===== config.mk =====
export PLATFORM = sky130hd
export DESIGN_NAME = debounced_relay_switch_control_core
export DESIGN_NICKNAME = d
export VERILOG_FILES = /design/src/hw/rtl/drsc_pkg.sv /design/src/hw/rtl/debounced_relay_switch_control_core.sv /design/src/hw/rtl/drsc_update.sv
export SDC_FILE = /design/constraint.sdc
export NUM_CORES = 1
export LEC_CHECK = 0
export ABC_AREA = 1
export BUFFER_PORTS_ARGS = -buffer_cell sky130_fd_sc_hd__buf_2
export CORE_ASPECT_RATIO = 1.5
export CORE_MARGIN = 2
export CORE_UTILIZATION = 33
export CTS_CLUSTER_SIZE = 30
export DETAILED_ROUTE_END_ITERATION = 10
export SLEW_MARGIN = 30
export SYNTH_ARGS = -nofsm -noshare
export SYNTH_HDL_FRONTEND = slang
export SYNTH_SLANG_ARGS = --single-unit

===== constraint.sdc =====
create_clock -name clk_i -period 5.5 [get_ports clk_i]
set_input_delay 0.275 -clock clk_i [delete_from_list [all_inputs] [get_ports clk_i]]
set_output_delay 0.275 -clock clk_i [all_outputs]
set_load 0.05 [all_outputs]

===== src/hw/rtl/drsc_pkg.sv =====
// Package for the debounced relay switch controller.
// Holds register indexes, item kinds, record and configuration types and reset constants.
// No dependencies.
package drsc_pkg;

  localparam int unsigned NumChannelsDef = 8;
  localparam int unsigned TimeBitsDef    = 32;
  localparam int unsigned ChanBits       = 3;
  localparam int unsigned TsBits         = 32;
  localparam int unsigned RegBits        = 8;
  localparam int unsigned RegIdxBits     = 2;
  localparam logic [RegBits-1:0] DebounceReset  = 8'd30;
  localparam logic [RegBits-1:0] ActiveLowReset = 8'hFF;
  localparam logic [RegBits-1:0] MomentaryReset = 8'h00;
  localparam logic [RegBits-1:0] ManualEnReset  = 8'hFF;

  typedef enum logic [RegIdxBits-1:0] {
    REG_DEBOUNCE  = 2'd0,
    REG_ACTIVE_LO = 2'd1,
    REG_MOMENTARY = 2'd2,
    REG_MANUAL_EN = 2'd3
  } drsc_reg_e;

  typedef enum logic {
    FUNC_SAMPLE  = 1'b0,
    FUNC_COMMAND = 1'b1
  } drsc_func_e;

  typedef struct packed {
    logic [RegBits-1:0] debounce_ms;
    logic [RegBits-1:0] active_low_mask;
    logic [RegBits-1:0] momentary_mask;
    logic [RegBits-1:0] manual_enable_mask;
  } drsc_cfg_t;

  typedef struct packed {
    logic last_raw;
    logic stable;
    logic last_active;
    logic relay;
    logic ovr;
  } drsc_flags_t;

  localparam drsc_flags_t FlagsReset = '{
    last_raw: 1'b1, stable: 1'b1, last_active: 1'b0, relay: 1'b0, ovr: 1'b0
  };

endpackage


===== src/hw/rtl/debounced_relay_switch_control_core.sv =====
// Top level of the debounced relay switch controller: stream ports, configuration
// registers, the channel record memory with forwarding, and the output register.
// Depends on drsc_pkg and drsc_update.
//
// Each transfer is either a pin sample or a remote relay command for one channel and
// yields exactly one result transfer. The block takes one transfer per cycle while the
// input is not held off. The channel record is read from the record memory into a
// register at the input transfer, beside the update stage registers; the update logic is
// combinational and its result is captured in the output register, which offers it. The
// input is held off only while both the update stage and the output register hold a
// transfer and the master side is not ready. The record written back is forwarded to a
// following transfer on the same channel, and per-entry valid bits give the reset record,
// so no clearing pass is needed after reset.
// Configuration should only be written while no transfer is in flight.
module debounced_relay_switch_control_core #(
  parameter int unsigned NUM_CHANNELS = drsc_pkg::NumChannelsDef,
  parameter int unsigned TIME_BITS    = drsc_pkg::TimeBitsDef
) (
  input  logic                          clk_i,
  input  logic                          rst_ni,
  input  logic                          s_axis_tvalid,
  output logic                          s_axis_tready,
  // channel[2:0], pin_level[3], requested_on[4], now_ms[36:5], zero fill
  input  logic [39:0]                   s_axis_tdata,
  // func
  input  logic                          s_axis_tuser,
  output logic                          m_axis_tvalid,
  input  logic                          m_axis_tready,
  // out_channel[2:0], relay_on[3], changed[4], manual_override[5], zero fill
  output logic [7:0]                    m_axis_tdata,
  input  logic                          cfg_we_i,
  input  logic [drsc_pkg::RegIdxBits-1:0] cfg_index_i,
  input  logic [drsc_pkg::RegBits-1:0]  cfg_data_i
);
  import drsc_pkg::*;

  localparam int unsigned IdxW = (NUM_CHANNELS > 1) ? $clog2(NUM_CHANNELS) : 1;
  localparam int unsigned RecW = TIME_BITS + $bits(drsc_flags_t);

  drsc_cfg_t cfg_q;

  always_ff @(posedge clk_i or negedge rst_ni) begin
    if (!rst_ni) begin
      cfg_q.debounce_ms        <= DebounceReset;
      cfg_q.active_low_mask    <= ActiveLowReset;
      cfg_q.momentary_mask     <= MomentaryReset;
      cfg_q.manual_enable_mask <= ManualEnReset;
    end else if (cfg_we_i) begin
      case (drsc_reg_e'(cfg_index_i))
        REG_DEBOUNCE:  cfg_q.debounce_ms        <= cfg_data_i;
        REG_ACTIVE_LO: cfg_q.active_low_mask    <= cfg_data_i;
        REG_MOMENTARY: cfg_q.momentary_mask     <= cfg_data_i;
        REG_MANUAL_EN: cfg_q.manual_enable_mask <= cfg_data_i;
        default: ;
      endcase
    end
  end

  logic [ChanBits-1:0] in_chan;
  logic [7:0]          in_chan_w;
  logic [IdxW-1:0]     in_idx;
  logic                in_range;
  logic [63:0]         in_now_w;
  logic                in_acc;

  assign in_chan   = s_axis_tdata[2:0];
  assign in_chan_w = {5'b0, in_chan};
  assign in_idx    = in_chan_w[IdxW-1:0];
  assign in_range  = 32'(in_chan) < NUM_CHANNELS;
  assign in_now_w  = {32'b0, s_axis_tdata[36:5]};
  assign in_acc    = s_axis_tvalid && s_axis_tready;

  logic                 s1_vld_q;
  logic [ChanBits-1:0]  s1_chan_q;
  logic [IdxW-1:0]      s1_idx_q;
  logic                 s1_range_q;
  logic                 s1_func_q;
  logic                 s1_raw_q;
  logic                 s1_req_q;
  logic [TIME_BITS-1:0] s1_now_q;
  logic                 s1_adv;

  logic       out_vld_q;
  logic [7:0] out_data_q;
  logic       out_free;

  assign out_free      = !out_vld_q || m_axis_tready;
  assign s1_adv        = s1_vld_q && out_free;
  assign s_axis_tready = !s1_vld_q || out_free;

  logic [RecW-1:0]         mem [NUM_CHANNELS];
  logic [NUM_CHANNELS-1:0] vld_q;
  logic [RecW-1:0]         rd_q;
  logic                    rd_vld_q;
  logic                    mem_we;
  logic [RecW-1:0]         mem_wd;

  logic                 fwd_vld_q;
  logic [IdxW-1:0]      fwd_idx_q;
  logic [RecW-1:0]      fwd_q;

  always_ff @(posedge clk_i) begin
    if (in_acc && in_range) begin
      rd_q <= mem[in_idx];
    end
    if (mem_we) begin
      mem[s1_idx_q] <= mem_wd;
    end
  end

  always_ff @(posedge clk_i or negedge rst_ni) begin
    if (!rst_ni) begin
      vld_q     <= '0;
      rd_vld_q  <= 1'b0;
      fwd_vld_q <= 1'b0;
      s1_vld_q  <= 1'b0;
      out_vld_q <= 1'b0;
    end else begin
      if (in_acc) begin
        rd_vld_q <= in_range ? vld_q[in_idx] : 1'b0;
      end
      if (mem_we) begin
        vld_q[s1_idx_q] <= 1'b1;
        fwd_vld_q       <= 1'b1;
      end
      if (in_acc) begin
        s1_vld_q <= 1'b1;
      end else if (s1_adv) begin
        s1_vld_q <= 1'b0;
      end
      if (s1_adv) begin
        out_vld_q <= 1'b1;
      end else if (m_axis_tready) begin
        out_vld_q <= 1'b0;
      end
    end
  end

  always_ff @(posedge clk_i) begin
    if (in_acc) begin
      s1_chan_q  <= in_chan;
      s1_idx_q   <= in_idx;
      s1_range_q <= in_range;
      s1_func_q  <= s_axis_tuser;
      s1_raw_q   <= s_axis_tdata[3];
      s1_req_q   <= s_axis_tdata[4];
      s1_now_q   <= in_now_w[TIME_BITS-1:0];
    end
    if (mem_we) begin
      fwd_idx_q <= s1_idx_q;
      fwd_q     <= mem_wd;
    end
  end

  logic [RecW-1:0]      cur_rec;
  drsc_flags_t          cur_flags;
  logic [TIME_BITS-1:0] cur_ct;
  drsc_flags_t          new_flags;
  logic [TIME_BITS-1:0] new_ct;
  logic                 issued;
  logic                 upd_wr;

  always_comb begin
    if (fwd_vld_q && (fwd_idx_q == s1_idx_q)) begin
      cur_rec = fwd_q;
    end else if (rd_vld_q) begin
      cur_rec = rd_q;
    end else begin
      cur_rec = {{TIME_BITS{1'b0}}, FlagsReset};
    end
  end

  assign cur_flags = drsc_flags_t'(cur_rec[$bits(drsc_flags_t)-1:0]);
  assign cur_ct    = cur_rec[RecW-1:$bits(drsc_flags_t)];

  drsc_update #(
    .TIME_BITS(TIME_BITS)
  ) u_update (
    .cfg_i   (cfg_q),
    .chan_i  (s1_chan_q),
    .func_i  (s1_func_q),
    .raw_i   (s1_raw_q),
    .req_i   (s1_req_q),
    .now_i   (s1_now_q),
    .flags_i (cur_flags),
    .ct_i    (cur_ct),
    .flags_o (new_flags),
    .ct_o    (new_ct),
    .issued_o(issued),
    .wr_o    (upd_wr)
  );

  assign mem_we = s1_adv && s1_range_q && upd_wr;
  assign mem_wd = {new_ct, new_flags};

  always_ff @(posedge clk_i) begin
    if (s1_adv) begin
      if (s1_range_q) begin
        out_data_q <= {2'b0, new_flags.ovr, issued, new_flags.relay, s1_chan_q};
      end else begin
        out_data_q <= {5'b0, s1_chan_q};
      end
    end
  end

  assign m_axis_tvalid = out_vld_q;
  assign m_axis_tdata  = out_data_q;

  a_wr_only_on_adv: assert property (@(posedge clk_i) disable iff (!rst_ni)
    mem_we |-> (s1_vld_q && out_free && s1_range_q))
    else $error("record written back without a result leaving the update stage");

  a_s1_holds: assert property (@(posedge clk_i) disable iff (!rst_ni)
    (s1_vld_q && !s1_adv) |=> (s1_vld_q && $stable(s1_chan_q) && $stable(s1_func_q)))
    else $error("stalled update stage lost or changed its transfer");

  a_block_full: assert property (@(posedge clk_i) disable iff (!rst_ni)
    !s_axis_tready |-> (s1_vld_q && out_vld_q && !m_axis_tready))
    else $error("input blocked while the pipeline had room");

  a_cmd_changed: assert property (@(posedge clk_i) disable iff (!rst_ni)
    (s1_adv && s1_range_q && (drsc_func_e'(s1_func_q) == FUNC_COMMAND))
      |=> (m_axis_tdata[4] && (m_axis_tdata[3] == $past(s1_req_q))))
    else $error("remote command result does not report the requested relay state");

  a_oor_zero: assert property (@(posedge clk_i) disable iff (!rst_ni)
    (s1_adv && !s1_range_q) |=> (m_axis_tdata[5:3] == 3'b000))
    else $error("result for an absent channel carries non-zero flags");

endmodule


===== src/hw/rtl/drsc_update.sv =====
// Next-state logic for one channel record: remote commands, debounce, polarity and relay modes.
// Depends on drsc_pkg.
module drsc_update #(
  parameter int unsigned TIME_BITS = drsc_pkg::TimeBitsDef
) (
  input  drsc_pkg::drsc_cfg_t            cfg_i,
  input  logic [drsc_pkg::ChanBits-1:0]  chan_i,
  input  logic                           func_i,
  input  logic                           raw_i,
  input  logic                           req_i,
  input  logic [TIME_BITS-1:0]           now_i,
  input  drsc_pkg::drsc_flags_t          flags_i,
  input  logic [TIME_BITS-1:0]           ct_i,
  output drsc_pkg::drsc_flags_t          flags_o,
  output logic [TIME_BITS-1:0]           ct_o,
  output logic                           issued_o,
  output logic                           wr_o
);
  import drsc_pkg::*;

  logic [TIME_BITS-1:0] elapsed;
  logic [TIME_BITS-1:0] deb_ext;
  logic                 active;

  assign deb_ext = {{(TIME_BITS-RegBits){1'b0}}, cfg_i.debounce_ms};

  always_comb begin
    flags_o  = flags_i;
    ct_o     = ct_i;
    issued_o = 1'b0;
    wr_o     = 1'b0;
    elapsed  = '0;
    active   = 1'b0;
    if (drsc_func_e'(func_i) == FUNC_COMMAND) begin
      flags_o.relay = req_i;
      issued_o      = 1'b1;
      wr_o          = 1'b1;
    end else if (cfg_i.manual_enable_mask[chan_i]) begin
      wr_o = 1'b1;
      if (raw_i != flags_i.last_raw) begin
        flags_o.last_raw = raw_i;
        ct_o             = now_i;
      end
      elapsed = now_i - ct_o;
      if ((raw_i != flags_i.stable) && (elapsed >= deb_ext)) begin
        flags_o.stable = raw_i;
        active = cfg_i.active_low_mask[chan_i] ? !raw_i : raw_i;
        if (cfg_i.momentary_mask[chan_i]) begin
          if (active && !flags_i.last_active) begin
            flags_o.relay = !flags_i.relay;
            flags_o.ovr   = 1'b1;
            issued_o      = 1'b1;
          end
        end else if (active != flags_i.relay) begin
          flags_o.relay = active;
          flags_o.ovr   = 1'b1;
          issued_o      = 1'b1;
        end
        flags_o.last_active = active;
      end
    end
  end

endmodule

Word level (Yosys, flattened, before mapping)
Memory sizes are Yosys's and may differ from the RTL's. A register that Yosys moved wholly into a read port is not among the register bits.
Index checks and enable logic that the tools add are counted.
Widths: inputs -> output; s select.
Cells by class
  add/subtract/negate cells: 1
  magnitude comparators: 4
  eq/ne operators: 7
  multiplexer cells: 40
  bitwise logic cells: 1
  reductions and logical operators: 21
Operator list (number)
  $mux 32: 5
  $mux 37: 2
  $ge 32x8->1: 1
  $sub 32x32->32: 1
  $mux 1: 22
  $bmux 1 s3: 4
  $lt 3x4->1 const B: 2
  $or 8x8->8: 1
  $reduce_and 2->1: 4
  $logic_and 1x1->1: 7
  $mux 2: 3
  $logic_not 1->1: 5
  $mux 5: 1
  $eq 2x2->1 const B: 2
  $mux 4: 1
  $reduce_bool 2->1: 2
  $demux 1 s3: 1
  $eq 3x3->1: 1
  $ge 3x1->1 const B: 1
  $mux 3: 1
  $ne 1x1->1: 3
  $eq 2x1->1 const B: 1
  $logic_not 2->1: 1
  $logic_or 1x1->1: 2
Storage, ports and cells
  flip-flop bits (word level): 128
  RAM bits: 296
  input port bits: 56
  output and inout bits: 10
  word-level logic and storage cells: 94
  memories: 1
Memory list
  mem: words 8, bits a word 37, read ports 1, clocked after Yosys merged registers in 1, write ports 1, RTL line debounced_relay_switch_control_core.sv:91  | logic [RecW-1:0] mem [NUM_CHANNELS];

Logic depth before layout (Yosys ltp)
Gate-level depths: netlist of run 1.
  word-level depth: 13
  gate-level depth with buffers: 42
  depth with buffers taken out: 40

Cells and area by module
Synthesis of run 1 repeated with hierarchy kept, for this count alone.
Unflattened totals
  cell total of the unflattened synthesis: 2069
  area, all modules: 21500.6 um^2
By module, submodules not included
  debounced_relay_switch_control_core: instances 1, cells each 1324, area each 17631.9 um^2, sequential area each 13648.1 um^2
  drsc_update: instances 1, cells each 745, area each 3868.7 um^2, sequential area each 0.0 um^2

Least setup slack after synthesis of run 1
Ideal clock, no wire load.
  kind: flip-flop to flip-flop
  start point: register s1_idx_q[2]
  end point: register fwd_q[3] (data pin)
  library setup time: 0.235 ns
  arrival: 4.550 ns
  required time: 5.265 ns
  setup slack: 0.715 ns
  cell stages (with the launch flop): 41
  buffers on the path: 3
  clock period less this slack: 4.785 ns
  path through: edfxtp_1 -> inv_2 -> nand2_1 -> nand2_1 -> nor2_4 -> nand2_2 -> buf_6 -> buf_6 -> nand2_1 -> inv_1 -> buf_1 -> a22oi_1 -> o21ai_0 -> ha_1 -> inv_1 -> ha_1 -> inv_1 -> nand2_1 -> (+5 left out) -> ha_1 -> nand2_1 -> inv_1 -> nand3_1 -> nor2_1 -> nor4_1 -> nand2_1 -> nor2_1 -> nand2_1 -> nor2_1 -> nand2_1 -> nor2_1 -> nand2_1 -> nor2_2 -> nand3_2 -> nand2_2 -> nor2_1 -> a21oi_1
RTL lines
  start, declared: RTL line debounced_relay_switch_control_core.sv:75  | logic [IdxW-1:0] s1_idx_q;
  start signal, assigned: RTL line debounced_relay_switch_control_core.sv:142  | s1_idx_q <= in_idx;
  end signal, assigned: RTL line debounced_relay_switch_control_core.sv:151  | fwd_q <= mem_wd;
  end, declared: RTL line debounced_relay_switch_control_core.sv:100  | logic [RecW-1:0] fwd_q;

==> results of run 1 <==
==> path summary, 6_finish.rpt <==
kind	start	endpoint	slack, ps	cells past startpoint
setup reg to reg	s1_idx_q[2]	mem[6][2]	450	41
hold / removal	cfg_data_i[2]	cfg_q[2]	40	3
min in group asynchronous	rst_ni	m_axis_tvalid	230	2
hold reg to reg	vld_q[2]	vld_q[2]	460	1
max in group asynchronous	rst_ni	fwd_vld_q	4830	2
setup / recovery	s1_idx_q[2]	mem[6][2]	450	41
==> metrics by stage <==
step                      power, mW  std cells  utilization  area [um^2]
after detailed placement      6.308       2767       0.3521        22200
after CTS                     9.264       2880       0.3799        23950
after global placement        6.262       2767       0.3520        22200
final                         9.261       2890       0.3826        24130
after global routing          9.673       2890       0.3826        24130
after floorplan               5.701       1952            -        20940
==> cells in the final DEF, fill, tap and decap left out, drive strengths merged, types with 3 or more instances in the layout <==
cell type and instances:
nand3b 5, a22oi 4, clkinvlp 4, edfxtp 417, clkbuf 54, ha 30
inv 163, o211ai 5, a22o 22, o21ai 255, buf 104, nand2 297
dlygate4sd3 39, bufinv 5, nand4 14, nor3 18, clkinv 12, o22ai 45
dfrtp 24, a31oi 39, a21boi 3, mux2i 20, or2 9, xor2 9
a21oi 39, dfstp 20, nor2 345, nand3 69
==> state kept, by name (all words and copies together) (netlist names) <==
| register | count |
|---|---|
| mem | 296 |
| fwd_q | 37 |
| rd_q | 37 |
| cfg_q | 32 |
| s1_now_q | 32 |
| vld_q | 8 |
| m_axis_tdata | 6 |
| fwd_idx_q | 3 |
| s1_idx_q | 3 |
| fwd_vld_q | 1 |
| m_axis_tvalid | 1 |
| rd_vld_q | 1 |
| s1_func_q | 1 |
| s1_raw_q | 1 |
| s1_req_q | 1 |
| s1_vld_q | 1 |
==> layout make-up <==
type | count | share of cell area
repair buffers | 143 | 0.04335
well taps | 805 | 0.04175
flip-flops and latches | 461 | 0.5657
inverters | 164 | 0.02598
multi-input cells | 1243 | 0.2670
clock buffers | 54 | 0.04496
clock inverters | 20 | 0.01131
==> cell families after synthesis <==
group	after synthesis	share of synthesized area
compound gates	421	0.1150
buf+inv	248	0.04722
other cells	1	0.0001792
fa+ha+maj	30	0.01793
simple gates	759	0.1534
mux	20	0.009564
xor+xnor	11	0.004603
flops	461	0.6520
==> metal layers <==
metal | vias to the layer above | part of all wire
li1 | 7015 | -
met1 | 7184 | 0.42
met2 | 332 | 0.51
met3 | 103 | 0.038
met4 | 0 | 0.030
met5 | - | 0
==> power groups by stage <==
stage,Sequential (mW),Combinational (mW),Clock (mW)
finish,4.33,1.99,2.94
global route,4.35,2.21,3.11
CTS,4.33,1.93,3.00
detailed placement,4.41,1.90,0
global placement,4.40,1.86,0
floorplan,4.39,1.31,0
==> worst reg2reg max path, delay by kind of cell (launching register included) <==
kind,cells,cell delay (ps)
AOI/OAI and AO/OA,2,180
adders and majority gates,3,610
xor gates and xnor gates,1,180
and+or+nand+nor,28,2740
DFF,1,460
buffers and inverters,7,620
==> what timing repair did <==
item                       CTS  global route
setup endpoints to repair    9            39
buffers inserted             0            10
pin swaps                    0             6
resized for setup            1            24
hold buffers                39             0
hold endpoints to repair    62             0
==> run summary, run 1 <==
global-route wire length before repair: 82.17 mm
Switching Fraction: 0.2974
final setup fails: 0
DR iter-0 viols: 1093
TritonRoute pass-1 iters: 5
Flop pwr share: 0.468
Max Slew Vio Count: 0
CTS Buf Count: 41
GR peak layer: met2
startpoint types: register
Pint: 6.507 mW
synth cell count leaders: edfxtp_1 (417), nor2_1 (336), nand2_1 (276)
kind of critical path: reg2reg
max cap viols: 0
Layout fillers: 6085
synthesized area per cell: 10.73 um^2
setup total negative slack: 0 ps
initial antenna violation count: 0
Post-synth EDFFs: 417
area of the mapped netlist: 20930 um^2
crit share post-route: 0.9179
Core Area: 63060 um^2
WP data required: 5790 ps
gr usage total: 0.1606
crit path time final: 5048 ps
Die ar.: 65500 um^2
ranking of synthesized cells by area: edfxtp_1 (60%), nor2_1 (6.0%), o21ai_0 (5.8%), nand2_1 (4.9%), dfrtp_1 (2.9%)
sequential cell area fraction in the yosys report: 0.6520
clock skew: 26.65 ps
Final #Nets: 2140
GR Util met3: 0.01628
DRT Wirelength: 53.56 mm
# H-tree levels: 2
Initial Utilization: 0.3319
max-slew headroom at the worst pin: 0.2689
FFs w/ async S/R, synth: 0.09544
yosys synthesis warning count: 0
site row count: 113
Largest stage delay, worst path: 460 ps
crit-path most repeated cell: nand2_1
# IOs: 66
CP max FO: 9
CTS tree: yes
GPL Wtd Cong: 0.8973
grt met2 use: 0.2899
Clk Latency, worst-skew pair: 570 ps
top-count cell post-synth: edfxtp_1
GRT overflow: 0
NetSw: 2.754 mW
Worst setup EP type: register
delay-heaviest family, CP: simple AND/OR/NAND/NOR gates
layout cells sized above 1: 0.1386
Post-Synthesis Cells: 1951
Worst Path Buf+Inv: 7
Die H: 312.5 um
Final Hold Viols: 0
power density over the cells: 383.8 nW/um^2
GR Util met1: 0.1992
dpl hpwl: 33.52 mm
Comb power frac: 0.214
Synth top area share: 0.5982
cell leakage power: 9.014 nW
Cell variety after synth: 54
Hold/Removal Path Class: in2reg
vias per cell: 5.064
Worst EP arrival: 5340 ps
Reg clk slew, reported paths: 70 ps
WL/cell: 18.53 um
status: finished, final reports clean
clock power share: 0.318
CTS sink cnt: 461
Worst Slack Setup Final: 451.8 ps
f_max: 198.1 MHz
Tightest Pin Transition: 1085 ps
Vias: 14630
largest net degree at the start of global routing: 107
Layout area overhead: 15.27%
Max IR drop VDD: 0.0002709 V
ant diodes: 0
CTS root buf: clkbuf_16
cell at the slowest stage of the critical path: edfxtp_1
number of global-route vias before repair: 14470
hold slack: 35.34 ps
pre-CTS WS: -94.83 ps
flip-flop and latch count after synthesis: 461
largest area contributor in the netlist: edfxtp_1
Max Buffers Root-to-Sink: 3
Reg area: 13650 um^2
drc violations: 0
die width: 209.6 um
Top FF cell, synth: edfxtp_1
post-route ant nets: 0
PortBufs: 60
Multi-input gate area: 6441 um^2
Note: power is estimated with default switching activity, not from simulation.
==> run 2, diff against run 1 <==
--- a/config.mk
+++ b/config.mk
@@ -7,12 +7,13 @@
 export LEC_CHECK = 0
 export ABC_AREA = 1
 export BUFFER_PORTS_ARGS = -buffer_cell sky130_fd_sc_hd__buf_2
-export CORE_ASPECT_RATIO = 1.5
 export CORE_MARGIN = 2
 export CORE_UTILIZATION = 33
 export CTS_CLUSTER_SIZE = 30
 export DETAILED_ROUTE_END_ITERATION = 10
+export SKIP_LAST_GASP = 1
 export SLEW_MARGIN = 30
 export SYNTH_ARGS = -nofsm -noshare
 export SYNTH_HDL_FRONTEND = slang
+export SYNTH_HIERARCHICAL = 1
 export SYNTH_SLANG_ARGS = --single-unit
==> run 2 against run 1 <==
Against the previous run: clock skew decreased by 12 ps; highest routed layer unchanged; synthesized area increased by 2.7%; maximum frequency increased by 1.1%; sequential share of layout area decreased by 0.64 points; total power decreased by 0.67%; hold slack improved by 1.1 ps; first-iteration DRC count increased by 14%; routed wire length decreased by 3.6%; synthesized cell count increased by 6.0%; critical path type unchanged; global-route usage decreased by 0.83 points; critical endpoint unchanged.
==> run summary, run 2 <==
Post-Synthesis Cells: 2069 (+6.0%)
Post-CTS Repair Setup Buffers: 0 (unchanged)
Max Buffers Root-to-Sink: 3 (unchanged)
DR iter-0 viols: 1241 (+14%)
Top reg by flops: mem
gr usage total: 0.1523 (-0.008325)
Vias: 15010 (+2.6%)
status: finished, final reports clean
crit path time final: 4991 ps (-56.87 ps)
power density over the cells: 376.9 nW/um^2 (-1.8%)
Largest stage delay, worst path: 470 ps (about the same)
crit share post-route: 0.9075 (-0.01034)
CTS Buf Count: 45 (+9.8%)
TritonRoute pass-1 iters: 7 (+2)
cell leakage power: 9.419 nW (+4.5%)
Tot Pwr: 9.199 mW (-0.67%)
non-filler cells, final: 3041 (+5.2%)
final setup fails: 0 (unchanged)
clock skew: 14.21 ps (-12.45 ps)
GPL Wtd Cong: 0.8828 (-1.6%)
Layout area overhead: 13.51%
CP max FO: 9 (unchanged)
layout cells sized above 1: 0.1134 (-0.02516)
WL/cell: 16.97 um (-8.4%)
startpoint types: register
top-count cell post-synth: nand2_1
PortBufs: 60 (unchanged)
max-slew headroom at the worst pin: 0.3968 (+0.1278)
Core Area: 64460 um^2 (+2.2%)
post-placement cell area: 22580 um^2 (+1.7%)
Top FF cell, synth: edfxtp_1
CTS root buf: clkbuf_16
synthesized area per cell: 10.39 um^2 (-3.1%)
number of global-route vias before repair: 14520 (+0.35%)
largest area contributor in the netlist: edfxtp_1
# H-tree levels: 2 (unchanged)
CTS sink cnt: 461 (unchanged)
site row count: 93 (-18%)
post-route ant nets: 0 (unchanged)
Initial Utilization: 0.3335 (+0.001590)
Worst setup EP type: register
max reg flops: 296 (unchanged)
dpl hpwl: 33.03 mm (-1.5%)
sequential cell area fraction in the yosys report: 0.6348 (-0.01726)
Post-synth EDFFs: 417 (unchanged)
Cell variety after synth: 55 (+1.9%)
DRT Wirelength: 51.62 mm (-3.6%)
ranking of synthesized cells by area: edfxtp_1 (58%), nand2_1 (7.7%), o21ai_0 (4.8%), nor2_1 (4.6%), nand3_1 (2.9%)
initial antenna violation count: 0 (unchanged)
max cap viols: 0 (unchanged)
area of the mapped netlist: 21500 um^2 (+2.7%)
drc violations: 0 (unchanged)
CTS tree: yes
Worst Path Buf+Inv: 4 (-3)
Final Hold Viols: 0 (unchanged)
Tightest Pin Transition: 898.8 ps (-186.3 ps)
flip-flop and latch count after synthesis: 461 (unchanged)
cell at the slowest stage of the critical path: edfxtp_1
Die H: 259.3 um (-17%)
GRT overflow: 0 (unchanged)
Max IR drop VDD: 0.0002080 V (-23%)
Max Slew Vio Count: 0 (unchanged)
FFs w/ async S/R, synth: 0.09544 (unchanged)
# IOs: 66 (unchanged)
delay-heaviest family, CP: simple AND/OR/NAND/NOR gates
commonest non-fill, non-tap cell in the layout: nand2_1
Stages on worst setup path: 28 (-32%)
RSZ-0062 raised after global routing: no
final instance area: 24400 um^2 (+1.2%)
f_max: 200.3 MHz (+1.1%)
Clk Latency, worst-skew pair: 570 ps (about the same)
Worst EP arrival: 5240 ps (-100 ps)
Die ar.: 67210 um^2 (+2.6%)
Final #Nets: 2240 (+4.7%)
Inst Count DP: 2921 (+5.6%)
biggest regs: mem: 296 flops, fwd_q: 37 flops, rd_q: 37 flops
kind of critical path: reg2reg
Synth top area share: 0.5824 (-0.01584)
crit-path most repeated cell: nand2_1
ant diodes: 0 (unchanged)
Reg clk slew, reported paths: 60 ps (about the same)
R2R cell count: 28 (-32%)
most frequent cells in the layout: nand2_1 (441), edfxtp_1 (417), nor2_1 (252), o21ai_0 (174), inv_1 (140)
WP data required: 5750 ps (-40 ps)
vias per cell: 4.936 (-2.5%)
Hold Path Depth: 3 (unchanged)
largest net degree at the start of global routing: 97 (-9.3%)
global-route wire length before repair: 80.82 mm (-1.6%)
setup total negative slack: 0 ps (unchanged)
Hold/Removal Path Class: in2reg
yosys synthesis warning count: 6 (+6)
die width: 259.3 um (+24%)
Layout fillers: 6275 (+3.1%)
synth cell count leaders: nand2_1 (442), edfxtp_1 (417), nor2_1 (261)
==> run 2: worst reg2reg max path: cells and delay by family, from the launching register on <==
kind / cells / cell delay (ps)
adder cells (fa/ha/maj): 1 / 340
buffers and inverters: 4 / 640
multiplexers: 1 / 270
AO/OA/AOI/OAI: 6 / 1030
AND/OR/NAND/NOR: 16 / 1900
flip-flops: 1 / 470
==> run 2: per-stage QoR <==
stage | worst slack [ps] | hold WS [ps] | utilization
detailed placement | 325.5 | 449.7 | 0.3503
CTS | 251.7 | 4.989 | 0.3782
floorplan | 975.7 | -20.59 | -
finish | 508.6 | 36.47 | 0.3786
global route | 25.61 | 39.05 | 0.3786
global placement | 461.9 | 443.3 | 0.3503
==> run 2: path summary, 6_finish.rpt <==
| kind | from | slack, ps | to |
|---|---|---|---|
| setup / recovery | s1_idx_q[0] | 510 | mem[6][2] |
| hold / removal | cfg_data_i[6] | 40 | cfg_q[6] |
| setup reg to reg | s1_idx_q[0] | 510 | mem[6][2] |
| hold reg to reg | vld_q[0] | 460 | vld_q[0] |
| max in group asynchronous | rst_ni | 4860 | cfg_q[28] |
| min in group asynchronous | rst_ni | 260 | vld_q[5] |
==> run 2: area by class of cell <==
cell class / count / area, um^2 / share of cell area
Sequential cell: 461 / 13650 / 0.5592
Multi-Input combinational cell: 1361 / 6756 / 0.2769
Clock buffer: 59 / 1221 / 0.05004
Tap cell: 855 / 1070 / 0.04383
Timing Repair Buffer: 128 / 932.1 / 0.03820
Inverter: 155 / 588.1 / 0.02410
Clock inverter: 22 / 188.9 / 0.007742
==> run 2: cells by family after synthesis <==
logic type,after synthesis,synth area share
fa+ha+maj,32,0.01862
simple gates,892,0.1769
other cells,1,0.0001744
compound gates,405,0.1010
xor+xnor,10,0.004074
mux,20,0.009311
buf+inv,248,0.05517
flops,461,0.6348
==> run 2: power by group <==
part | internal, mW | total (mW) | switching, mW | leakage [nW]
combinational | 0.574 | 1.94 | 1.36 | 4.39
sequential | 4.22 | 4.30 | 0.0802 | 4.35
clock | 1.70 | 2.96 | 1.26 | 0.685
total | 6.50 | 9.20 | 2.70 | 9.42
==> run 2: timing repair <==
| item | CTS | global route |
|---|---|---|
| endpoints found under the hold margin | 63 | 0 |
| hold buffers | 39 | 0 |
| resized for setup | 0 | 4 |
| endpoints found under the setup margin | 0 | 38 |
==> run 2: metal layers <==
layer / share of wire / track usage / vias up
li1: - / - / 7310
met1: 0.44 / 0.1992 / 7252
met2: 0.49 / 0.2653 / 363
met3: 0.049 / 0.01787 / 84
met4: 0.022 / 0.04486 / 0
met5: 0 / 0 / -
==> run 3, diff against run 2 <==
--- a/config.mk
+++ b/config.mk
@@ -5,9 +5,8 @@
 export SDC_FILE = /design/constraint.sdc
 export NUM_CORES = 1
 export LEC_CHECK = 0
-export ABC_AREA = 1
+export ABC_AREA = 0
 export BUFFER_PORTS_ARGS = -buffer_cell sky130_fd_sc_hd__buf_2
-export CORE_MARGIN = 2
 export CORE_UTILIZATION = 33
 export CTS_CLUSTER_SIZE = 30
 export DETAILED_ROUTE_END_ITERATION = 10
==> run 3 against run 2 <==
Against the previous run: critical path type unchanged; first-iteration DRC count down 39%; cell count down 21%; largest cell class unchanged; clock-buffer cell count grew 1; maximum frequency down 11%; the flow now finishes with violations (setup timing); register-to-register slack got worse by 600 ps; largest power group unchanged.
==> run summary, run 3 <==
max cap viols: 0 (unchanged)
hold slack: 24.80 ps (-11.67 ps)
RSZ-0062 raised after global routing: yes
TritonRoute pass-1 iters: 5 (-2)
kind of critical path: reg2reg
DRT Wirelength: 47.45 mm (-8.1%)
crit path time final: 5594 ps (+602.5 ps)
# IOs: 66 (unchanged)
CTS sink cnt: 461 (unchanged)
f_max: 178.8 MHz (-11%)
power density over the cells: 422.8 nW/um^2 (+12%)
cell leakage power: 9.050 nW (-3.9%)
FFs w/ async S/R, synth: 0.09544 (unchanged)
flip-flop and latch count after synthesis: 461 (unchanged)
ranking of synthesized cells by area: edfxtp_1 (60%), mux4_2 (8.7%), mux2_2 (4.4%), mux2i_1 (3.3%), dfrtp_1 (2.9%)
CTS root buf: clkbuf_16
Worst setup EP type: register
sequential cell area fraction in the yosys report: 0.6526 (+0.01785)
Max Buffers Root-to-Sink: 3 (unchanged)
GPL Wtd Cong: 0.9135 (+3.5%)
CP max FO: 5 (-4)
Clk Latency, worst-skew pair: 570 ps (about the same)
status: complete, but fails checks
Post-synth EDFFs: 417 (unchanged)
top-count cell post-synth: edfxtp_1
site row count: 91 (-2.2%)
largest area contributor in the netlist: edfxtp_1
biggest regs: mem: 296 flops, fwd_q: 37 flops, rd_q: 37 flops
setup total negative slack: -2125 ps (-2125 ps)
Die ar.: 64380 um^2 (-4.2%)
Tot Pwr: 10.58 mW (+15%)
die width: 253.7 um (-2.1%)
number of global-route vias before repair: 12430 (-14%)
Max Slew Vio Count: 0 (unchanged)
synth cell count leaders: edfxtp_1 (417), nand2_1 (84), mux2_2 (82)
Worst Slack Setup Final: -93.91 ps (-602.5 ps)
Vias: 12010 (-20%)
GRT overflow: 0 (unchanged)
post-route ant nets: 0 (unchanged)
Reg clk slew, reported paths: 60 ps (about the same)
layout cells sized above 1: 0.2991 (+0.1857)
PortBufs: 60 (unchanged)
drc violations: 0 (unchanged)
ant diodes: 0 (unchanged)
CTS tree: yes
Initial Utilization: 0.3364 (+0.002865)
max-slew headroom at the worst pin: 0.4126 (+0.01589)
crit share post-route: 1.017 (+0.1096)
Worst EP arrival: 5910 ps (+670 ps)
Reg area: 13650 um^2 (unchanged)
non-filler cells, final: 2405 (-21%)
CTS Buf Count: 45 (unchanged)
dpl hpwl: 29.78 mm (-9.8%)
clock skew: 15.97 ps (+1.760 ps)
WP data required: 5820 ps (+70 ps)
crit path cell chain: xnor2_1 -> nand4_1 -> mux2_4 -> xnor2_4 -> nand2_1 -> o21ai_2 -> ha_4 -> inv_2 -> ha_4 -> a21oi_4 -> o22ai_2 -> xnor2_1 -> ha_1 -> a21oi_1 -> o21ai_1 -> a211o_1 -> a211o_1 -> or4_1 -> or4_1 -> or4_4 -> nand3_4 -> mux2_4
failing checks: setup timing
most frequent cells in the layout: edfxtp_1 (417), buf_4 (113), nand2_1 (83), mux2_2 (81), mux4_2 (81)
WL/cell: 19.73 um (+16%)
area of the mapped netlist: 20910 um^2 (-2.7%)
Post-Synthesis Cells: 1330 (-36%)
commonest non-fill, non-tap cell in the layout: edfxtp_1
gr usage total: 0.1505 (-0.001809)
max reg flops: 296 (unchanged)
vias per cell: 4.994 (+1.2%)
final setup fails: 28 (+28)
Cell variety after synth: 79 (+44%)
Layout area overhead: 19.66%
largest net degree at the start of global routing: 45 (-54%)
post-placement cell area: 22990 um^2 (+1.8%)
Core Area: 62170 um^2 (-3.6%)
DR iter-0 viols: 754 (-39%)
Largest stage delay, worst path: 570 ps (+100 ps)
Max IR drop VDD: 0.0002349 V (+13%)
yosys synthesis warning count: 6 (unchanged)
Top reg by flops: mem
# H-tree levels: 2 (unchanged)
Tightest Pin Transition: 881.0 ps (-17.80 ps)
Final #Nets: 1623 (-28%)
Synth top area share: 0.5988 (+0.01638)
Die H: 253.7 um (-2.1%)
cell at the slowest stage of the critical path: or4_4
Layout fillers: 5730 (-8.7%)
synthesized area per cell: 15.72 um^2 (+51%)
Inst Count DP: 2278 (-22%)
Final Hold Viols: 0 (unchanged)
Top FF cell, synth: edfxtp_1
initial antenna violation count: 0 (unchanged)
startpoint types: register
global-route wire length before repair: 73.21 mm (-9.4%)
Multi-input gate area: 6947 um^2 (+2.8%)
Hold/Removal Path Class: in2reg
final instance area: 25020 um^2 (+2.5%)
-- run 3: cell count changes in the layout (fill, tap and decap cells not counted), moves of 19 or more --
cell,change
mux4_2,+81
o22ai_1,-35
buf_4,+83
mux2i_1,+49
nand3_1,-109
nand2b_1,+19
inv_1,-82
nand2_1,-358
o21ai_1,-115
o21ai_0,-146
mux2_2,+81
nor2_1,-199
-- run 3: worst paths after layout --
| kind | from | end | slack, ps | cells after the start |
|---|---|---|---|---|
| worst max-delay path | s1_idx_q[0] | mem[1][2] | -90 | 22 |
| worst min-delay path | cfg_data_i[2] | cfg_q[10] | 20 | 2 |
| worst max register to register | s1_idx_q[0] | mem[1][2] | -90 | 22 |
| worst min register to register | vld_q[4] | vld_q[4] | 480 | 1 |
| max in group asynchronous | rst_ni | cfg_q[28] | 4880 | 2 |
| min in group asynchronous | rst_ni | fwd_vld_q | 250 | 2 |
-- run 3: report_power, final --
group	internal, mW	switching [mW]	leakage, nW	total (mW)
logic	1.27	1.73	3.99	3.00
clock network	1.84	1.27	0.731	3.11
registers	4.37	0.0941	4.33	4.47
-- run 3: routing by layer --
| metal | track usage | share of wire | vias up |
|---|---|---|---|
| li1 | - | - | 5585 |
| met1 | 0.1919 | 0.43 | 6159 |
| met2 | 0.2654 | 0.51 | 211 |
| met3 | 0.02233 | 0.036 | 56 |
| met4 | 0.04096 | 0.020 | 0 |
| met5 | 0 | 0 | - |
-- run 3: logic make-up (layout without fill, tap and decap cells) --
| group | count (synthesis) | count (layout) | share of synthesized area |
|---|---|---|---|
| multiplexers | 235 | 236 | 0.1662 |
| adder cells (fa/ha/maj) | 39 | 39 | 0.02250 |
| XOR/XNOR | 28 | 28 | 0.01173 |
| AND/OR/NAND/NOR | 253 | 253 | 0.05869 |
| AO/OA/AOI/OAI | 192 | 192 | 0.06121 |
| flip-flops | 461 | 461 | 0.6526 |
| buffers and inverters | 121 | 357 | 0.02686 |
| other | 1 | 2 | 0.0001793 |
-- run 3: layout make-up --
class                           count  share of cell area
Timing Repair Buffer              218             0.06700
Sequential cell                   461              0.5454
Tap cell                          837             0.04185
Clock inverter                     20            0.009100
Inverter                           59            0.008850
Clock buffer                       60             0.05020
Multi-Input combinational cell    750              0.2776
-- run 3: critical path, delay by kind of cell, from the launching register on --
family / cells / cell delay, ps
fa+ha+maj: 3 / 630
simple gates: 6 / 1830
flops: 1 / 400
xor+xnor: 3 / 560
mux: 2 / 750
buf+inv: 1 / 50
compound gates: 7 / 1100
-- run 3: what timing repair did --
action                                 4_1_cts  5_1_grt
setup endpoints to repair                   38       39
buffers inserted                             3        1
hold buffers                                41        1
gates resized for setup                      7        9
pin swaps                                    2        8
endpoints found under the hold margin       73        1
cloned                                       1        0
-- run 3: stage by stage --
| stage | utilization | worst slack [ps] |
|---|---|---|
| final | 0.4025 | -93.91 |
| after global routing | 0.4025 | -252.7 |
| after CTS | 0.4016 | -60.41 |
| after detailed placement | 0.3699 | -222.6 |
| after global placement | 0.3694 | -162.9 |
| after floorplan | - | -157.7 |
